**config.mk**
```make
export PLATFORM = sky130hd
export DESIGN_NAME = http_request_header_tokenizer_flat
export DESIGN_NICKNAME = d
export VERILOG_FILES = /design/src/sv/hrht_pkg.sv /design/src/sv/hrht_in_if.sv /design/src/sv/hrht_out_if.sv /design/src/sv/hrht_parser.sv /design/src/sv/hrht_fifo.sv /design/src/sv/http_request_header_tokenizer.sv /design/src/flat_wrapper.sv
export SDC_FILE = /design/constraint.sdc
export NUM_CORES = 1
export LEC_CHECK = 0
export BUFFER_PORTS_ARGS = -buffer_cell sky130_fd_sc_hd__buf_2
export CAP_MARGIN = 15
export CELL_PAD_IN_SITES_DETAIL_PLACEMENT = 2
export CELL_PAD_IN_SITES_GLOBAL_PLACEMENT = 2
export CORE_MARGIN = 2
export CORE_UTILIZATION = 36
export DETAILED_ROUTE_END_ITERATION = 8
export HOLD_SLACK_MARGIN = 0.08
export MAX_ROUTING_LAYER = met4
export PLACE_DENSITY_LB_ADDON = 0.25
export SLEW_MARGIN = 20
export SYNTH_ARGS = -nofsm -noshare
export SYNTH_HDL_FRONTEND = slang
export SYNTH_HIERARCHICAL = 1
export SYNTH_SLANG_ARGS = --single-unit
```
**constraint.sdc**
```tcl
create_clock -name clk -period 6.5 [get_ports clk]
set_input_delay 0.325 -clock clk [delete_from_list [all_inputs] [get_ports clk]]
set_output_delay 0.325 -clock clk [all_outputs]
set_load 0.05 [all_outputs]
```
**src/sv/hrht_pkg.sv**
```systemverilog
// shared types and constants of the http request header tokenizer
package hrht_pkg;

  localparam int MAX_HEADER_BYTES = 8192;
  localparam int MAX_FIELDS = 255;

  localparam int POS_W = 13;
  localparam int OFF_W = 14;
  localparam int KIND_W = 4;
  localparam int LIM_W = 14;
  localparam int FLD_W = 8;

  // hard caps on the programmable limits
  localparam int BYTE_CAP = (MAX_HEADER_BYTES < 8192) ? MAX_HEADER_BYTES : 8192;
  localparam int FIELD_CAP = (MAX_FIELDS < 255) ? MAX_FIELDS : 255;

  localparam logic [LIM_W-1:0] BYTE_LIMIT_RESET = LIM_W'(8192);
  localparam logic [FLD_W-1:0] FIELD_LIMIT_RESET = FLD_W'(30);

  // token kinds
  localparam logic [KIND_W-1:0] KIND_METHOD     = 4'd0;
  localparam logic [KIND_W-1:0] KIND_URI        = 4'd1;
  localparam logic [KIND_W-1:0] KIND_VERSION    = 4'd2;
  localparam logic [KIND_W-1:0] KIND_KEY        = 4'd3;
  localparam logic [KIND_W-1:0] KIND_VALUE      = 4'd4;
  localparam logic [KIND_W-1:0] KIND_HEADER_END = 4'd5;
  localparam logic [KIND_W-1:0] KIND_BAD_LINE   = 4'd6;
  localparam logic [KIND_W-1:0] KIND_ORPHAN     = 4'd7;
  localparam logic [KIND_W-1:0] KIND_INCOMPLETE = 4'd8;
  localparam logic [KIND_W-1:0] KIND_OVERFLOW   = 4'd9;

  // register indexes
  localparam logic REG_BYTE_LIMIT = 1'b0;
  localparam logic REG_FIELD_LIMIT = 1'b1;

  // characters
  localparam logic [7:0] CH_CR = 8'd13;
  localparam logic [7:0] CH_LF = 8'd10;
  localparam logic [7:0] CH_SP = 8'd32;
  localparam logic [7:0] CH_COLON = 8'd58;

  typedef struct packed {
    logic [LIM_W-1:0] byte_limit;
    logic [FLD_W-1:0] field_limit;
  } cfg_t;

  typedef struct packed {
    logic [KIND_W-1:0] kind;
    logic [POS_W-1:0] start;
    logic [POS_W-1:0] length;
    logic last;
  } token_t;

  typedef struct packed {
    logic [1:0] count;
    token_t first;
    token_t second;
  } push_t;

endpackage

```
**src/sv/hrht_in_if.sv**
```systemverilog
// byte channel into the tokenizer
interface hrht_in_if;
  logic valid;
  logic ready;
  logic [7:0] data_byte;
  logic starts_message;
  logic ends_data;

  modport source(output valid, output data_byte, output starts_message, output ends_data,
                 input ready);
  modport sink(input valid, input data_byte, input starts_message, input ends_data,
               output ready);
endinterface

```
**src/sv/hrht_out_if.sv**
```systemverilog
// token channel out of the tokenizer
interface hrht_out_if
  import hrht_pkg::*;
();
  logic valid;
  logic ready;
  logic [KIND_W-1:0] token_kind;
  logic [POS_W-1:0] token_start;
  logic [POS_W-1:0] token_length;
  logic last_of_run;

  modport source(output valid, output token_kind, output token_start, output token_length,
                 output last_of_run, input ready);
  modport sink(input valid, input token_kind, input token_start, input token_length,
               input last_of_run, output ready);
endinterface

```
**src/sv/hrht_parser.sv**
```systemverilog
// per-byte parse state and token generation
module hrht_parser
  import hrht_pkg::*;
(
  input  logic       clk,
  input  logic       rst,
  input  cfg_t       cfg,
  input  logic       room,
  hrht_in_if.sink    bytes,
  output push_t      push
);

  localparam logic [3:0] PH_IDLE       = 4'd0;
  localparam logic [3:0] PH_RL_SKIP    = 4'd1;
  localparam logic [3:0] PH_METHOD     = 4'd2;
  localparam logic [3:0] PH_URI        = 4'd3;
  localparam logic [3:0] PH_VERSION    = 4'd4;
  localparam logic [3:0] PH_LINE_SKIP  = 4'd5;
  localparam logic [3:0] PH_KEY        = 4'd6;
  localparam logic [3:0] PH_VALUE_LEAD = 4'd7;
  localparam logic [3:0] PH_VALUE      = 4'd8;

  localparam logic [2:0] TERM_BROKEN = 3'd7;
  localparam logic [2:0] TERM_DONE = 3'd4;

  logic [3:0] phase, phase_next;
  logic [OFF_W-1:0] off, off_next;
  logic [POS_W-1:0] tbeg, tbeg_next;
  logic [FLD_W-1:0] fields, fields_next;
  logic [2:0] term, term_next;

  logic accept;
  logic [7:0] b;
  logic eol, blank;
  logic [3:0] ph;
  logic [OFF_W-1:0] o;
  logic [POS_W-1:0] tb, o13, tok_len, key_begin;
  logic [FLD_W-1:0] fs;
  logic [2:0] tp;
  logic [OFF_W-1:0] byte_lim;
  logic [FLD_W-1:0] fld_lim;
  logic key_active;
  logic e0_valid, e1_valid;
  token_t e0, e1;

  assign bytes.ready = room;
  assign accept = bytes.valid && room;
  assign b = bytes.data_byte;
  assign eol = (b == CH_CR) || (b == CH_LF);
  assign blank = eol || (b == CH_SP);

  assign byte_lim = (cfg.byte_limit > LIM_W'(BYTE_CAP)) ? LIM_W'(BYTE_CAP) : cfg.byte_limit;
  assign fld_lim = (cfg.field_limit > FLD_W'(FIELD_CAP)) ? FLD_W'(FIELD_CAP) : cfg.field_limit;

  always_comb begin
    // a message start resets the state before the byte is handled
    ph = bytes.starts_message ? PH_RL_SKIP : phase;
    o = bytes.starts_message ? '0 : off;
    tb = bytes.starts_message ? '0 : tbeg;
    fs = bytes.starts_message ? '0 : fields;
    tp = bytes.starts_message ? '0 : term;
    o13 = o[POS_W-1:0];
    tok_len = o13 - tb;
    key_begin = (ph == PH_KEY) ? tb : o13;
    key_active = 1'b0;

    phase_next = phase;
    off_next = off;
    tbeg_next = tbeg;
    fields_next = fields;
    term_next = term;
    e0_valid = 1'b0;
    e1_valid = 1'b0;
    e0 = '0;
    e1 = '0;

    if (accept && ph != PH_IDLE) begin
      phase_next = ph;
      off_next = o;
      tbeg_next = tb;
      fields_next = fs;
      term_next = tp;
      if (o >= byte_lim) begin
        e0_valid = 1'b1;
        e0.kind = KIND_OVERFLOW;
        e0.start = (o > OFF_W'(8191)) ? POS_W'(8191) : o13;
        phase_next = PH_IDLE;
      end else begin
        off_next = o + OFF_W'(1);
        unique case (ph)
          PH_RL_SKIP: begin
            if (!blank) begin
              phase_next = PH_METHOD;
              tbeg_next = o13;
            end
          end
          PH_METHOD, PH_URI: begin
            if (b == CH_SP) begin
              e0_valid = 1'b1;
              e0.kind = (ph == PH_METHOD) ? KIND_METHOD : KIND_URI;
              e0.start = tb;
              e0.length = tok_len;
              tbeg_next = o13 + POS_W'(1);
              phase_next = (ph == PH_METHOD) ? PH_URI : PH_VERSION;
            end else if (eol) begin
              e0_valid = 1'b1;
              e0.kind = KIND_BAD_LINE;
              e0.start = o13;
              phase_next = PH_IDLE;
            end
          end
          PH_VERSION: begin
            if (eol) begin
              e0_valid = 1'b1;
              e0.kind = KIND_VERSION;
              e0.start = tb;
              e0.length = tok_len;
              phase_next = PH_LINE_SKIP;
              term_next = (b == CH_CR) ? 3'd1 : TERM_BROKEN;
            end
          end
          PH_LINE_SKIP: begin
            if (blank) begin
              // cr lf cr lf: even steps expect cr, odd steps lf
              if (tp < TERM_DONE && b == (tp[0] ? CH_LF : CH_CR)) begin
                term_next = tp + 3'd1;
                if (tp == 3'd3) begin
                  e0_valid = 1'b1;
                  e0.kind = KIND_HEADER_END;
                  e0.start = o13;
                  phase_next = PH_IDLE;
                end
              end else begin
                term_next = TERM_BROKEN;
              end
            end else begin
              key_active = 1'b1;
            end
          end
          PH_KEY: key_active = 1'b1;
          PH_VALUE_LEAD, PH_VALUE: begin
            if (eol) begin
              e0_valid = 1'b1;
              e0.kind = KIND_VALUE;
              e0.start = tb;
              e0.length = tok_len;
              phase_next = PH_LINE_SKIP;
              term_next = (b == CH_CR) ? 3'd1 : TERM_BROKEN;
            end else if (ph == PH_VALUE_LEAD) begin
              if (b == CH_SP) begin
                tbeg_next = o13 + POS_W'(1);
              end else begin
                phase_next = PH_VALUE;
              end
            end
          end
          default: phase_next = PH_IDLE;
        endcase

        // first byte of a field line is handled as key data too
        if (key_active) begin
          phase_next = PH_KEY;
          tbeg_next = key_begin;
          if (b == CH_COLON) begin
            if (fs >= fld_lim) begin
              e0_valid = 1'b1;
              e0.kind = KIND_OVERFLOW;
              e0.start = o13;
              phase_next = PH_IDLE;
            end else begin
              e0_valid = 1'b1;
              e0.kind = KIND_KEY;
              e0.start = key_begin;
              e0.length = o13 - key_begin;
              fields_next = fs + FLD_W'(1);
              tbeg_next = o13 + POS_W'(1);
              phase_next = PH_VALUE_LEAD;
            end
          end else if (eol) begin
            if (fs == '0) begin
              e0_valid = 1'b1;
              e0.kind = KIND_ORPHAN;
              e0.start = o13;
              phase_next = PH_IDLE;
            end else begin
              phase_next = PH_LINE_SKIP;
              term_next = (b == CH_CR) ? 3'd1 : TERM_BROKEN;
            end
          end
        end

        if (bytes.ends_data) begin
          if (phase_next != PH_IDLE) begin
            e1_valid = 1'b1;
            e1.kind = KIND_INCOMPLETE;
            e1.start = o13;
          end
          phase_next = PH_IDLE;
        end
      end
    end
  end

  always_comb begin
    push = '0;
    if (e0_valid) begin
      push.first = e0;
      push.first.last = !e1_valid;
      push.second = e1;
      push.second.last = 1'b1;
      push.count = e1_valid ? 2'd2 : 2'd1;
    end else if (e1_valid) begin
      push.first = e1;
      push.first.last = 1'b1;
      push.count = 2'd1;
    end
  end

  always_ff @(posedge clk) begin
    if (rst) begin
      phase <= PH_IDLE;
      off <= '0;
      tbeg <= '0;
      fields <= '0;
      term <= '0;
    end else begin
      phase <= phase_next;
      off <= off_next;
      tbeg <= tbeg_next;
      fields <= fields_next;
      term <= term_next;
    end
  end

endmodule

```
**src/sv/hrht_fifo.sv**
```systemverilog
// small result queue that takes up to two tokens a cycle and hands out one
module hrht_fifo
  import hrht_pkg::*;
(
  input  logic       clk,
  input  logic       rst,
  input  push_t      push,
  output logic       room,
  hrht_out_if.source tokens
);

  localparam int DEPTH = 4;
  localparam int AW = $clog2(DEPTH);

  token_t slots [DEPTH];
  logic [AW-1:0] wr_ptr, rd_ptr;
  logic [AW:0] count;
  logic pop;
  token_t head;

  assign head = slots[rd_ptr];
  assign tokens.valid = (count != '0);
  assign tokens.token_kind = head.kind;
  assign tokens.token_start = head.start;
  assign tokens.token_length = head.length;
  assign tokens.last_of_run = head.last;
  assign pop = tokens.valid && tokens.ready;
  // room for a full two-token run
  assign room = (count <= (AW+1)'(DEPTH - 2));

  always_ff @(posedge clk) begin
    if (rst) begin
      wr_ptr <= '0;
      rd_ptr <= '0;
      count <= '0;
    end else begin
      wr_ptr <= wr_ptr + AW'(push.count);
      rd_ptr <= rd_ptr + AW'(pop);
      count <= count + (AW+1)'(push.count) - (AW+1)'(pop);
    end
  end

  always_ff @(posedge clk) begin
    if (push.count != 2'd0) begin
      slots[wr_ptr] <= push.first;
    end
    if (push.count == 2'd2) begin
      slots[wr_ptr + AW'(1)] <= push.second;
    end
  end

endmodule

```
**src/sv/http_request_header_tokenizer.sv**
```systemverilog
// top level of the http request header tokenizer
// a byte's tokens are written into the result queue and reach the output from its head
// throughput: one byte per cycle while the result queue has room; a byte with two tokens takes two output words
// input ready drops only while more than two tokens wait in the result queue
// reset (rst, synchronous, active high) empties the queue, idles the parser and
// restores the limits to 8192 bytes and 30 fields
module http_request_header_tokenizer
  import hrht_pkg::*;
(
  input  logic        clk,
  input  logic        rst,
  hrht_in_if.sink     bytes,
  hrht_out_if.source  tokens,
  input  logic        psel,
  input  logic        penable,
  input  logic        pwrite,
  input  logic [2:0]  paddr,
  input  logic [31:0] pwdata,
  output logic [31:0] prdata,
  output logic        pready
);

  cfg_t cfg;
  push_t push;
  logic room;
  logic cfg_write;

  // apb: no wait states; registers at byte offsets 0 and 4
  assign pready = 1'b1;
  assign cfg_write = psel && penable && pwrite && pready;

  always_ff @(posedge clk) begin
    if (rst) begin
      cfg.byte_limit <= BYTE_LIMIT_RESET;
      cfg.field_limit <= FIELD_LIMIT_RESET;
    end else if (cfg_write) begin
      unique case (paddr[2])
        REG_BYTE_LIMIT:  cfg.byte_limit <= pwdata[LIM_W-1:0];
        REG_FIELD_LIMIT: cfg.field_limit <= pwdata[FLD_W-1:0];
        default: ;
      endcase
    end
  end

  always_comb begin
    unique case (paddr[2])
      REG_BYTE_LIMIT:  prdata = {{(32-LIM_W){1'b0}}, cfg.byte_limit};
      REG_FIELD_LIMIT: prdata = {{(32-FLD_W){1'b0}}, cfg.field_limit};
      default:         prdata = '0;
    endcase
  end

  // parse state and per-byte token decisions; bytes are taken only when
  // the queue can absorb a full run of two tokens
  hrht_parser u_parser (
    .clk   (clk),
    .rst   (rst),
    .cfg   (cfg),
    .room  (room),
    .bytes (bytes),
    .push  (push)
  );

  // result queue decouples the token sink from the byte source
  hrht_fifo u_fifo (
    .clk    (clk),
    .rst    (rst),
    .push   (push),
    .room   (room),
    .tokens (tokens)
  );

endmodule

```
**src/flat_wrapper.sv**
```systemverilog
// flat-port wrapper written by rule: the top's interface ports become plain ports
module http_request_header_tokenizer_flat import hrht_pkg::*;
  (clk, rst, psel, penable, pwrite, paddr, pwdata, prdata, pready, bytes_valid, bytes_data_byte, bytes_starts_message, bytes_ends_data, bytes_ready, tokens_valid, tokens_token_kind, tokens_token_start, tokens_token_length, tokens_last_of_run, tokens_ready);
  hrht_in_if bytes_i ();
  hrht_out_if tokens_i ();
  input  logic clk;
  input  logic rst;
  input  logic psel;
  input  logic penable;
  input  logic pwrite;
  input  logic [2:0] paddr;
  input  logic [31:0] pwdata;
  output logic [31:0] prdata;
  output logic pready;
  input wire logic [$bits(bytes_i.valid)-1:0] bytes_valid;
  input wire logic [$bits(bytes_i.data_byte)-1:0] bytes_data_byte;
  input wire logic [$bits(bytes_i.starts_message)-1:0] bytes_starts_message;
  input wire logic [$bits(bytes_i.ends_data)-1:0] bytes_ends_data;
  output wire logic [$bits(bytes_i.ready)-1:0] bytes_ready;
  output wire logic [$bits(tokens_i.valid)-1:0] tokens_valid;
  output wire logic [$bits(tokens_i.token_kind)-1:0] tokens_token_kind;
  output wire logic [$bits(tokens_i.token_start)-1:0] tokens_token_start;
  output wire logic [$bits(tokens_i.token_length)-1:0] tokens_token_length;
  output wire logic [$bits(tokens_i.last_of_run)-1:0] tokens_last_of_run;
  input wire logic [$bits(tokens_i.ready)-1:0] tokens_ready;
  assign bytes_i.valid = bytes_valid;
  assign bytes_i.data_byte = bytes_data_byte;
  assign bytes_i.starts_message = bytes_starts_message;
  assign bytes_i.ends_data = bytes_ends_data;
  assign bytes_ready = bytes_i.ready;
  assign tokens_valid = tokens_i.valid;
  assign tokens_token_kind = tokens_i.token_kind;
  assign tokens_token_start = tokens_i.token_start;
  assign tokens_token_length = tokens_i.token_length;
  assign tokens_last_of_run = tokens_i.last_of_run;
  assign tokens_i.ready = tokens_ready;
  http_request_header_tokenizer u_core (.clk(clk), .rst(rst), .bytes(bytes_i), .tokens(tokens_i), .psel(psel), .penable(penable), .pwrite(pwrite), .paddr(paddr), .pwdata(pwdata), .prdata(prdata), .pready(pready));
endmodule
```
==> impl_metrics.ini, run 1 <==
[status]
status = finished clean

[global_route]
overflow = 0
grt_pass1_vias = 12398
grt_antenna_before_repair = 0
grt_pass1_wl_um = 75300
grt_max_degree = 54
gr-usage-all-layers_pct = 24.8

[die]
die_width_um = 203
initial_core_util_pct = 36.6
coreArea_mm2 = 0.0388
fp-row-count = 72
fp.dieH_um = 203
die_area_mm2 = 0.0411
ios = 118

[route]
drtIter0Drc = 587
detail-route-antenna-nets = 0
drt-vias-per-instance = 5.73
wl_per_cell_um = 24.2
wirelength_um = 48900
vias = 11558
dr.pass1.iters = 4
drc = 0

[placed_design]
hpwlAfterDp_um = 36800
io_buffers = 78
dp_worst_setup_slack_ps = 793
globalplace.congestion = 0.874

[clock_network]
cts_buffer_depth = 2
clk-insertion-delay-late_ps = 470
tritoncts = yes
path_clk_slew_ps = 80
clock_sinks = 195
htree_levels = 4
cts_resized = 0
numCtsBuffers = 17
hold_buffers = 0
root_buffer = clkbuf_16
cts_setup_buffers = 0

[logic_synthesis]
synth.largest_area_cell = edfxtp_1
synthArstFlopShare_pct = 0
yosysUniqueCellTypes = 90
synth_common_cells = 136 x nor2_1, 125 x nand2_1, 124 x edfxtp_1
synth_top_area_share_pct = 26.2
synth_area_mm2 = 0.0142
synth_edf_count = 124
synth.ff_latch_count = 195
syn_inst = 1441
ys_warn_count = 6
yosysSeqAreaShare_pct = 36.2
synth_ff_type = edfxtp_1
avgSynthCellArea_um2 = 9.86
synth.most_common_cell = nor2_1
synth_area_leaders = edfxtp_1 26%, dfxtp_1 10%, mux2_2 8.0%

[critical_path]
crit_slowest_cell = and4bb_4
crit_family = simple AND/OR/NAND/NOR gates
crit_chain = buf_2 -> inv_1 -> buf_4 -> nand2_1 -> inv_1 -> ha_1 -> a211oi_1 -> nand2_1 -> nor4_1 -> o31ai_2 -> o21ai_1 -> buf_4 -> inv_1 -> ha_1 -> buf_4 -> and4bb_4 -> mux2_2
r2r_setup_slack_ps = 1370
slowest_delay_ps = 780
crit_buf_inv = 7
cp_data_required_time_ps = 6710
cp_max_fo = 31
worstPathArrival_ps = 5370
critPathLaunchType = input pin
crit_type = in2reg
end_kind = flip-flop

[timing]
min_period_ps = 5150
hold_violations = 0
totalNegativeSetupSlack_ps = 0
worst_pin_slew_ps = 1160
final_max_slew_viol_count = 0
timing.fmax_mhz = 194
skew_ps = 12.9
worst_slack_ps = 1350
fin_crit_sh_pct = 79.3
relSlewSlack_pct = 22.5
grt_setup_unrepaired = no
setup_viol = 0

[pwr]
p_leak_uw = 0.00583
powerDensity_mw_per_mm2 = 206
ir_worst_vdd_v = 0.000146

[layout]
final_net_count = 1597
area_growth_pct = 9.28
n_antenna_cell = 0
drive_above_1_share_pct = 23.3

[worst_hold_path]
hold_path_class = in2reg

[job]
drv_cap = 0
[kinds of logic after synthesis]
family	synth area share, %
compound gates	14.2
xor+xnor	2.72
fa+ha+maj	5.27
buf+inv	6.75
flops	36.2
mux	18.1
other cells	0.0792
simple gates	16.6
[routing by layer]
layer	global-route usage (%)	vias up	routed length (µm)
li1	-	5324	-
met1	30.4	5974	21500
met2	42.8	203	24800
met3	2.65	57	1470
met4	8.06	0	1170
met5	-	-	0
[final cells by class]
class | instances | area [µm²]
clock buffer | 20 | 447
clock inverter | 12 | 103
fill | 4254 | 23300
inverter | 39 | 146
multi-input combinational | 1114 | 8290
sequential | 195 | 5150
tap | 518 | 648
timing repair buffer | 120 | 746
[tightest hold or removal path: stages]
cell and delay, ps:
buf_2 100, nand2b_1 60, mux2i_1 60
[cells in the final DEF (no fill, tap or decap), drive strengths merged, types with 12 or more instances in the layout]
cell      n
a21oi    97
a22oi    27
a31oi    15
buf     120
clkbuf   20
conb     35
dfxtp    71
edfxtp  124
ha       55
inv      43
mux2    135
mux2i    25
mux4     31
nand2   125
nand2b   43
nand3    32
nor2    136
nor2b    34
nor3     39
o211ai   18
o21ai    75
o31ai    16
xnor2    27
xor2     12
[where the power goes]
| group | internal, µW | switching (µW) | leakage, µW | total (µW) |
|---|---|---|---|---|
| clock network | 508 | 518 | 0.000260 | 1030 |
| registers | 1330 | 35.8 | 0.00172 | 1360 |
| logic | 259 | 545 | 0.00385 | 804 |
[metrics by stage]
step / instances / util, % / instance area [µm²] / power (µW) / hold WS (ps)
floorplan: 1473 / - / 14300 / 2030 / 397
finish: 2018 / 40.0 / 15500 / 3190 / 123
CTS: 2016 / 39.9 / 15500 / 3230 / 102
detailed placement: 1984 / 38.5 / 14900 / 2210 / 447
global route: 2018 / 40.0 / 15500 / 3320 / 128
global placement: 1983 / 38.4 / 14900 / 2190 / 428
[worst paths after layout]
path / start / end / depth (start not counted)
max reg2reg: u_core/u_parser/phase[1] / u_core/u_fifo/slots[0][11] / 15
min: pwdata[8] / u_core/cfg[16] / 3
max: bytes_starts_message / u_core/u_fifo/slots[3][15] / 17
min reg2reg: u_core/u_parser/tbeg[7] / u_core/u_parser/tbeg[7] / 2
[state kept, by name, summed over array words and instances, names as in the netlist]
signal,count
u_core/cfg,22
u_core/u_fifo/rd_ptr,2
u_core/u_parser/fields,8
u_core/u_parser/off,14
u_core/u_fifo/slots,124
u_core/u_fifo/count,3
u_core/u_parser/tbeg,13
u_core/u_parser/phase,4
u_core/u_parser/term,3
u_core/u_fifo/wr_ptr,2
Note: power is estimated with default switching activity, not from simulation.
==> run 2, diff against run 1 <==
Settings changed: CORE_UTILIZATION 36 to 40.
Clock period 6.5 ns to 4.9 ns, I/O delays scaled along.
==> impl_metrics.ini, run 2 (synthesized netlist as in run 1, its figures left out) <==
[clock_network]
clk-insertion-delay-late_ps = 470
root_buffer = clkbuf_16
clock_sinks = 195
path_clk_slew_ps = 70
cts_buffer_depth = 2
htree_levels = 4
numCtsBuffers = 17
tritoncts = yes

[pwr]
p_switching_uw = 1520
total_power_uw = 4520
clkPwrFrac_pct = 34.9
switching_share_pct = 33.6
powerDensity_mw_per_mm2 = 283
p_leak_uw = 0.00609
ir_worst_vdd_v = 0.000243
p_int_uw = 3000
combPwrFrac_pct = 24.7
p_seq_share_pct = 40.3

[die]
die_width_um = 192
fp.dieH_um = 192
fp-row-count = 69
coreArea_mm2 = 0.0353
ios = 118
initial_core_util_pct = 40.2
die_area_mm2 = 0.0370

[global_route]
gr-usage-all-layers_pct = 31.2
overflow = 0
grt_pass1_wl_um = 83600
grt_pass1_vias = 13091
grt_antenna_before_repair = 0
grt_max_degree = 54

[route]
vias = 12123
wl_per_cell_um = 27.7
drtIter0Drc = 839
detail-route-antenna-nets = 0
drt-vias-per-instance = 6.06
dr.pass1.iters = 5
wirelength_um = 55400
drc = 0

[timing]
fin_crit_sh_pct = 100
worst_pin_slew_ps = 1090
final_max_slew_viol_count = 0
skew_ps = 20.7
hold_ws_ps = 96.0
worst_slack_ps = -9.77
timing.fmax_mhz = 204
hold_violations = 0
min_period_ps = 4910
setup_viol = 3
relSlewSlack_pct = 26.8

[layout]
layout_commonest_cell = nor2_1
reg_top3 = u_core/u_fifo/slots x124, u_core/cfg x22, u_core/u_parser/off x14
final_net_count = 1638
fin_area_mm2 = 0.0159
largest_reg_flops = 124
n_antenna_cell = 0
layout_common_cells = 134 x nor2_1, 125 x nand2_1, 124 x edfxtp_1
top_register = u_core/u_fifo/slots
area_growth_pct = 12.2
fillCellCount = 3713
drive_above_1_share_pct = 25.4

[critical_path]
r2r_setup_slack_ps = -10
worstPathArrival_ps = 5110
cp_data_required_time_ps = 5100
cp_max_fo = 10
critPathLaunchType = flip-flop
crit_type = reg2reg
end_kind = flip-flop

[status]
violations = negative setup slack
status = complete, but fails checks

[placed_design]
dp_worst_setup_slack_ps = 71.5
dpl_cell_area_mm2 = 0.0152
io_buffers = 78
hpwlAfterDp_um = 38400
globalplace.congestion = 0.881

[job]
drv_cap = 0

[worst_hold_path]
hold_path_class = in2reg
-- run 2: changes by cell type in the layout (fill, tap and decap cells not counted), sizes merged --
| cell | change |
|---|---|
| clkbuf | -1 |
| clkinvlp | -3 |
| buf | +32 |
| bufinv | +4 |
| dlygate4sd3 | +9 |
-- run 2: worst max-delay path, cell delays in order, from the launching register on --
cell and delay (ps):
dfxtp_1 340, nor3_1 350, a41o_1 290, nand2_1 80, ha_1 350, a211oi_1 380, nor2_1 120, nor4_2 390
o31ai_2 220, o21ai_2 310, inv_1 120, ha_1 440, buf_4 230, nor4b_4 350, buf_4 300, mux2_2 390
-- run 2: power groups by stage --
stage	Combinational (µW)	Sequential [µW]	Clock [µW]
global route	1180	1830	1660
floorplan	875	1820	0
finish	1120	1820	1580
detailed placement	1080	1860	0
CTS	1110	1820	1600
global placement	1050	1850	0
-- run 2: routing by layer --
metal / vias to the layer above / share of wire, % / wire [µm] / track usage (%)
met1: 6245 / 43 / 23700 / 38.5
met4: 0 / 3.6 / 1970 / 12.0
met5: - / 0 / 0 / -
met3: 114 / 4.2 / 2350 / 3.33
met2: 365 / 49 / 27400 / 52.6
li1: 5399 / - / - / -
-- run 2: area by class of cell --
type | instances | area (µm²) | area share, %
Multi-Input combinational cell | 1114 | 8330 | 52.2
Sequential cell | 195 | 5150 | 32.3
Timing Repair Buffer | 161 | 1110 | 6.97
Tap cell | 461 | 577 | 3.62
Clock buffer | 19 | 443 | 2.78
Clock inverter | 13 | 198 | 1.24
Inverter | 39 | 146 | 0.918
-- run 2: repair_timing --
item                                   4_1_cts  5_1_grt
hold buffers                                 9        0
endpoints found under the hold margin       11        0
setup buffers                                0        0
gates resized for setup                      1        8
setup endpoints to repair                    4      250
-- run 2: path summary, 6_finish.rpt --
kind                                         startpoint                    endpoint  cells after the start
worst max-delay path                     u_core/cfg[17]  u_core/u_fifo/slots[1][25]                     15
worst min-delay path                          pwdata[5]               u_core/cfg[5]                      3
worst max register to register           u_core/cfg[17]  u_core/u_fifo/slots[1][25]                     15
worst min register to register  u_core/u_parser/tbeg[2]     u_core/u_parser/tbeg[2]                      2
-- run 2: through the flow --
step                      setup TNS, ps  std cells  util, %
after global routing              -2530       2002     45.2
after floorplan                       0       1473        -
after CTS                             0       2002     45.1
final                             -19.5       2002     45.2
after global placement                0       1961     43.0
after detailed placement              0       1961     43.0
==> run 3, diff against run 2 <==
Settings changed: ABC_AREA set to 1, CORE_UTILIZATION 40 to 35.
==> impl_metrics.ini, run 3 <==
[die]
die_width_um = 210
fp-row-count = 75
fp.dieH_um = 210
initial_core_util_pct = 35.4
die_area_mm2 = 0.0440
coreArea_mm2 = 0.0419
ios = 118

[timing]
totalNegativeSetupSlack_ps = 0
final_max_slew_viol_count = 0
worst_pin_slew_ps = 1020
timing.fmax_mhz = 227
setup_viol = 0
skew_ps = 18.3
min_period_ps = 4410
hold_ws_ps = 107
grt_setup_unrepaired = no
hold_violations = 0
relSlewSlack_pct = 31.4
fin_crit_sh_pct = 90.0

[layout]
final_net_count = 2223
multi_input_area_mm2 = 0.00820
seq_area_mm2 = 0.00515
reg_top3 = u_core/u_fifo/slots x124, u_core/cfg x22, u_core/u_parser/off x14
fin_area_mm2 = 0.0164
drive_above_1_share_pct = 15.1
fin_util_pct = 39.1
layout_common_cells = 525 x nand2_1, 222 x nor2_1, 194 x inv_1
n_antenna_cell = 0
area_growth_pct = 10.4
layout_commonest_cell = nand2_1
largest_reg_flops = 124
top_register = u_core/u_fifo/slots
fillCellCount = 4981

[critical_path]
end_kind = flip-flop
critPathLaunchType = flip-flop
crit_slowest_cell = dfxtp_1
worstPathArrival_ps = 4630
cp_max_fo = 62
crit_type = reg2reg
slowest_delay_ps = 350
crit_chain = nor4_1 -> nand4_1 -> nand2_4 -> nand2_1 -> ha_1 -> a21oi_1 -> o21a_1 -> o21ai_0 -> nand2_1 -> nand3b_1 -> nor2_1 -> inv_2 -> nor2_4 -> nand2_2 -> inv_2 -> ha_2 -> nor2_8 -> nand3_4 -> clkbuf_8 -> nand2_1 -> o21ai_1
cpMostUsedCell = nand2_1
r2r_setup_slack_ps = 490
cp_data_required_time_ps = 5120

[route]
dr.pass1.iters = 5
drtIter0Drc = 643
drc = 0
vias = 14542
wl_per_cell_um = 21.7
detail-route-antenna-nets = 0
drt-vias-per-instance = 5.46
wirelength_um = 57700

[logic_synthesis]
synth_common_cells = 526 x nand2_1, 224 x nor2_1, 195 x inv_1
syn_inst = 2049
synth_ff_type = edfxtp_1
synth.most_common_cell = nand2_1
synthArstFlopShare_pct = 0
synth.ff_latch_count = 195
yosysSeqAreaShare_pct = 34.7
synth_area_mm2 = 0.0148
synth_top_area_share_pct = 25.1
synth.largest_area_cell = edfxtp_1
avgSynthCellArea_um2 = 7.23
synth_edf_count = 124
synth_area_leaders = edfxtp_1 25%, nand2_1 13%, dfxtp_1 9.6%
yosysUniqueCellTypes = 58
ys_warn_count = 6

[placed_design]
io_buffers = 78
dpl_cell_area_mm2 = 0.0157
globalplace.congestion = 0.936
hpwlAfterDp_um = 42300

[pwr]
total_power_uw = 4870
p_leak_uw = 0.00690
powerDensity_mw_per_mm2 = 297
ir_worst_vdd_v = 0.000269

[clock_network]
cts_buffer_depth = 2
clk-insertion-delay-late_ps = 490
tritoncts = yes
root_buffer = clkbuf_16
clock_sinks = 195
numCtsBuffers = 17
cts_setup_buffers = 0
path_clk_slew_ps = 70
htree_levels = 4

[worst_hold_path]
hold_path_class = in2reg

[global_route]
gr-usage-all-layers_pct = 27.7
grt_pass1_vias = 15865
grt_pass1_wl_um = 90700
grt_max_degree = 67
overflow = 0
grt_antenna_before_repair = 0

[job]
drv_cap = 0

[status]
status = finished clean
[run 3: per-layer routing]
layer  GRT usage [%]  up-vias  wire length [µm]
li1                -     6929                 -
met1            33.3     7261             25000
met2            47.5      278             28700
met3            4.19       74              2310
met4            9.34        0              1630
met5               -        -                 0
[run 3: worst max-delay path, delay by kind of cell (launching register included)]
kind                       cells  cell delay, ps
and+or+nand+nor               12            2000
adders and majority gates      2             670
buffers and inverters          3             550
AOI/OAI and AO/OA              4             470
DFF                            1             350
[run 3: where the power goes]
part           switching (µW)  internal [µW]  leakage [µW]  total, µW
Combinational            1270            396       0.00488       1670
Clock                     681            696      0.000268       1380
Sequential               34.2           1790       0.00175       1820
Total                    1990           2880       0.00690       4870
[run 3: area by class of cell]
class,count,area share (%)
Multi-Input combinational cell,1543,50.1
Inverter,210,4.83
Timing Repair Buffer,146,6.12
Tap cell,539,4.12
Clock buffer,23,2.92
Clock inverter,9,0.436
Sequential cell,195,31.4
[run 3: per-stage QoR]
| step | std cells | worst slack, ps |
|---|---|---|
| floorplan | 2081 | -301 |
| global placement | 2621 | 224 |
| detailed placement | 2621 | 1.31 |
| CTS | 2665 | 82.1 |
| global route | 2665 | 55.1 |
| finish | 2665 | 491 |
[run 3: worst paths after layout]
check | from | end | depth (start not counted)
worst min register to register | u_core/u_parser/term[2] | u_core/u_parser/term[2] | 2
worst min-delay path | pwdata[0] | u_core/cfg[8] | 5
worst max register to register | u_core/cfg[14] | u_core/u_fifo/slots[3][8] | 21
worst max-delay path | u_core/cfg[14] | u_core/u_fifo/slots[3][8] | 21
[run 3: kinds of logic after synthesis]
kind of cell	synth area share, %
compound gates	19.9
xor+xnor	1.30
fa+ha+maj	5.05
buf+inv	11.3
flops	34.7
other cells	0.0760
simple gates	27.7
[run 3: what timing repair did]
| action | 4_1_cts | 5_1_grt |
|---|---|---|
| cloned | 0 | 0 |
| resized for setup | 3 | 10 |
| hold buffers | 12 | 0 |
| endpoints found under the hold margin | 18 | 0 |
| endpoints found under the setup margin | 25 | 250 |
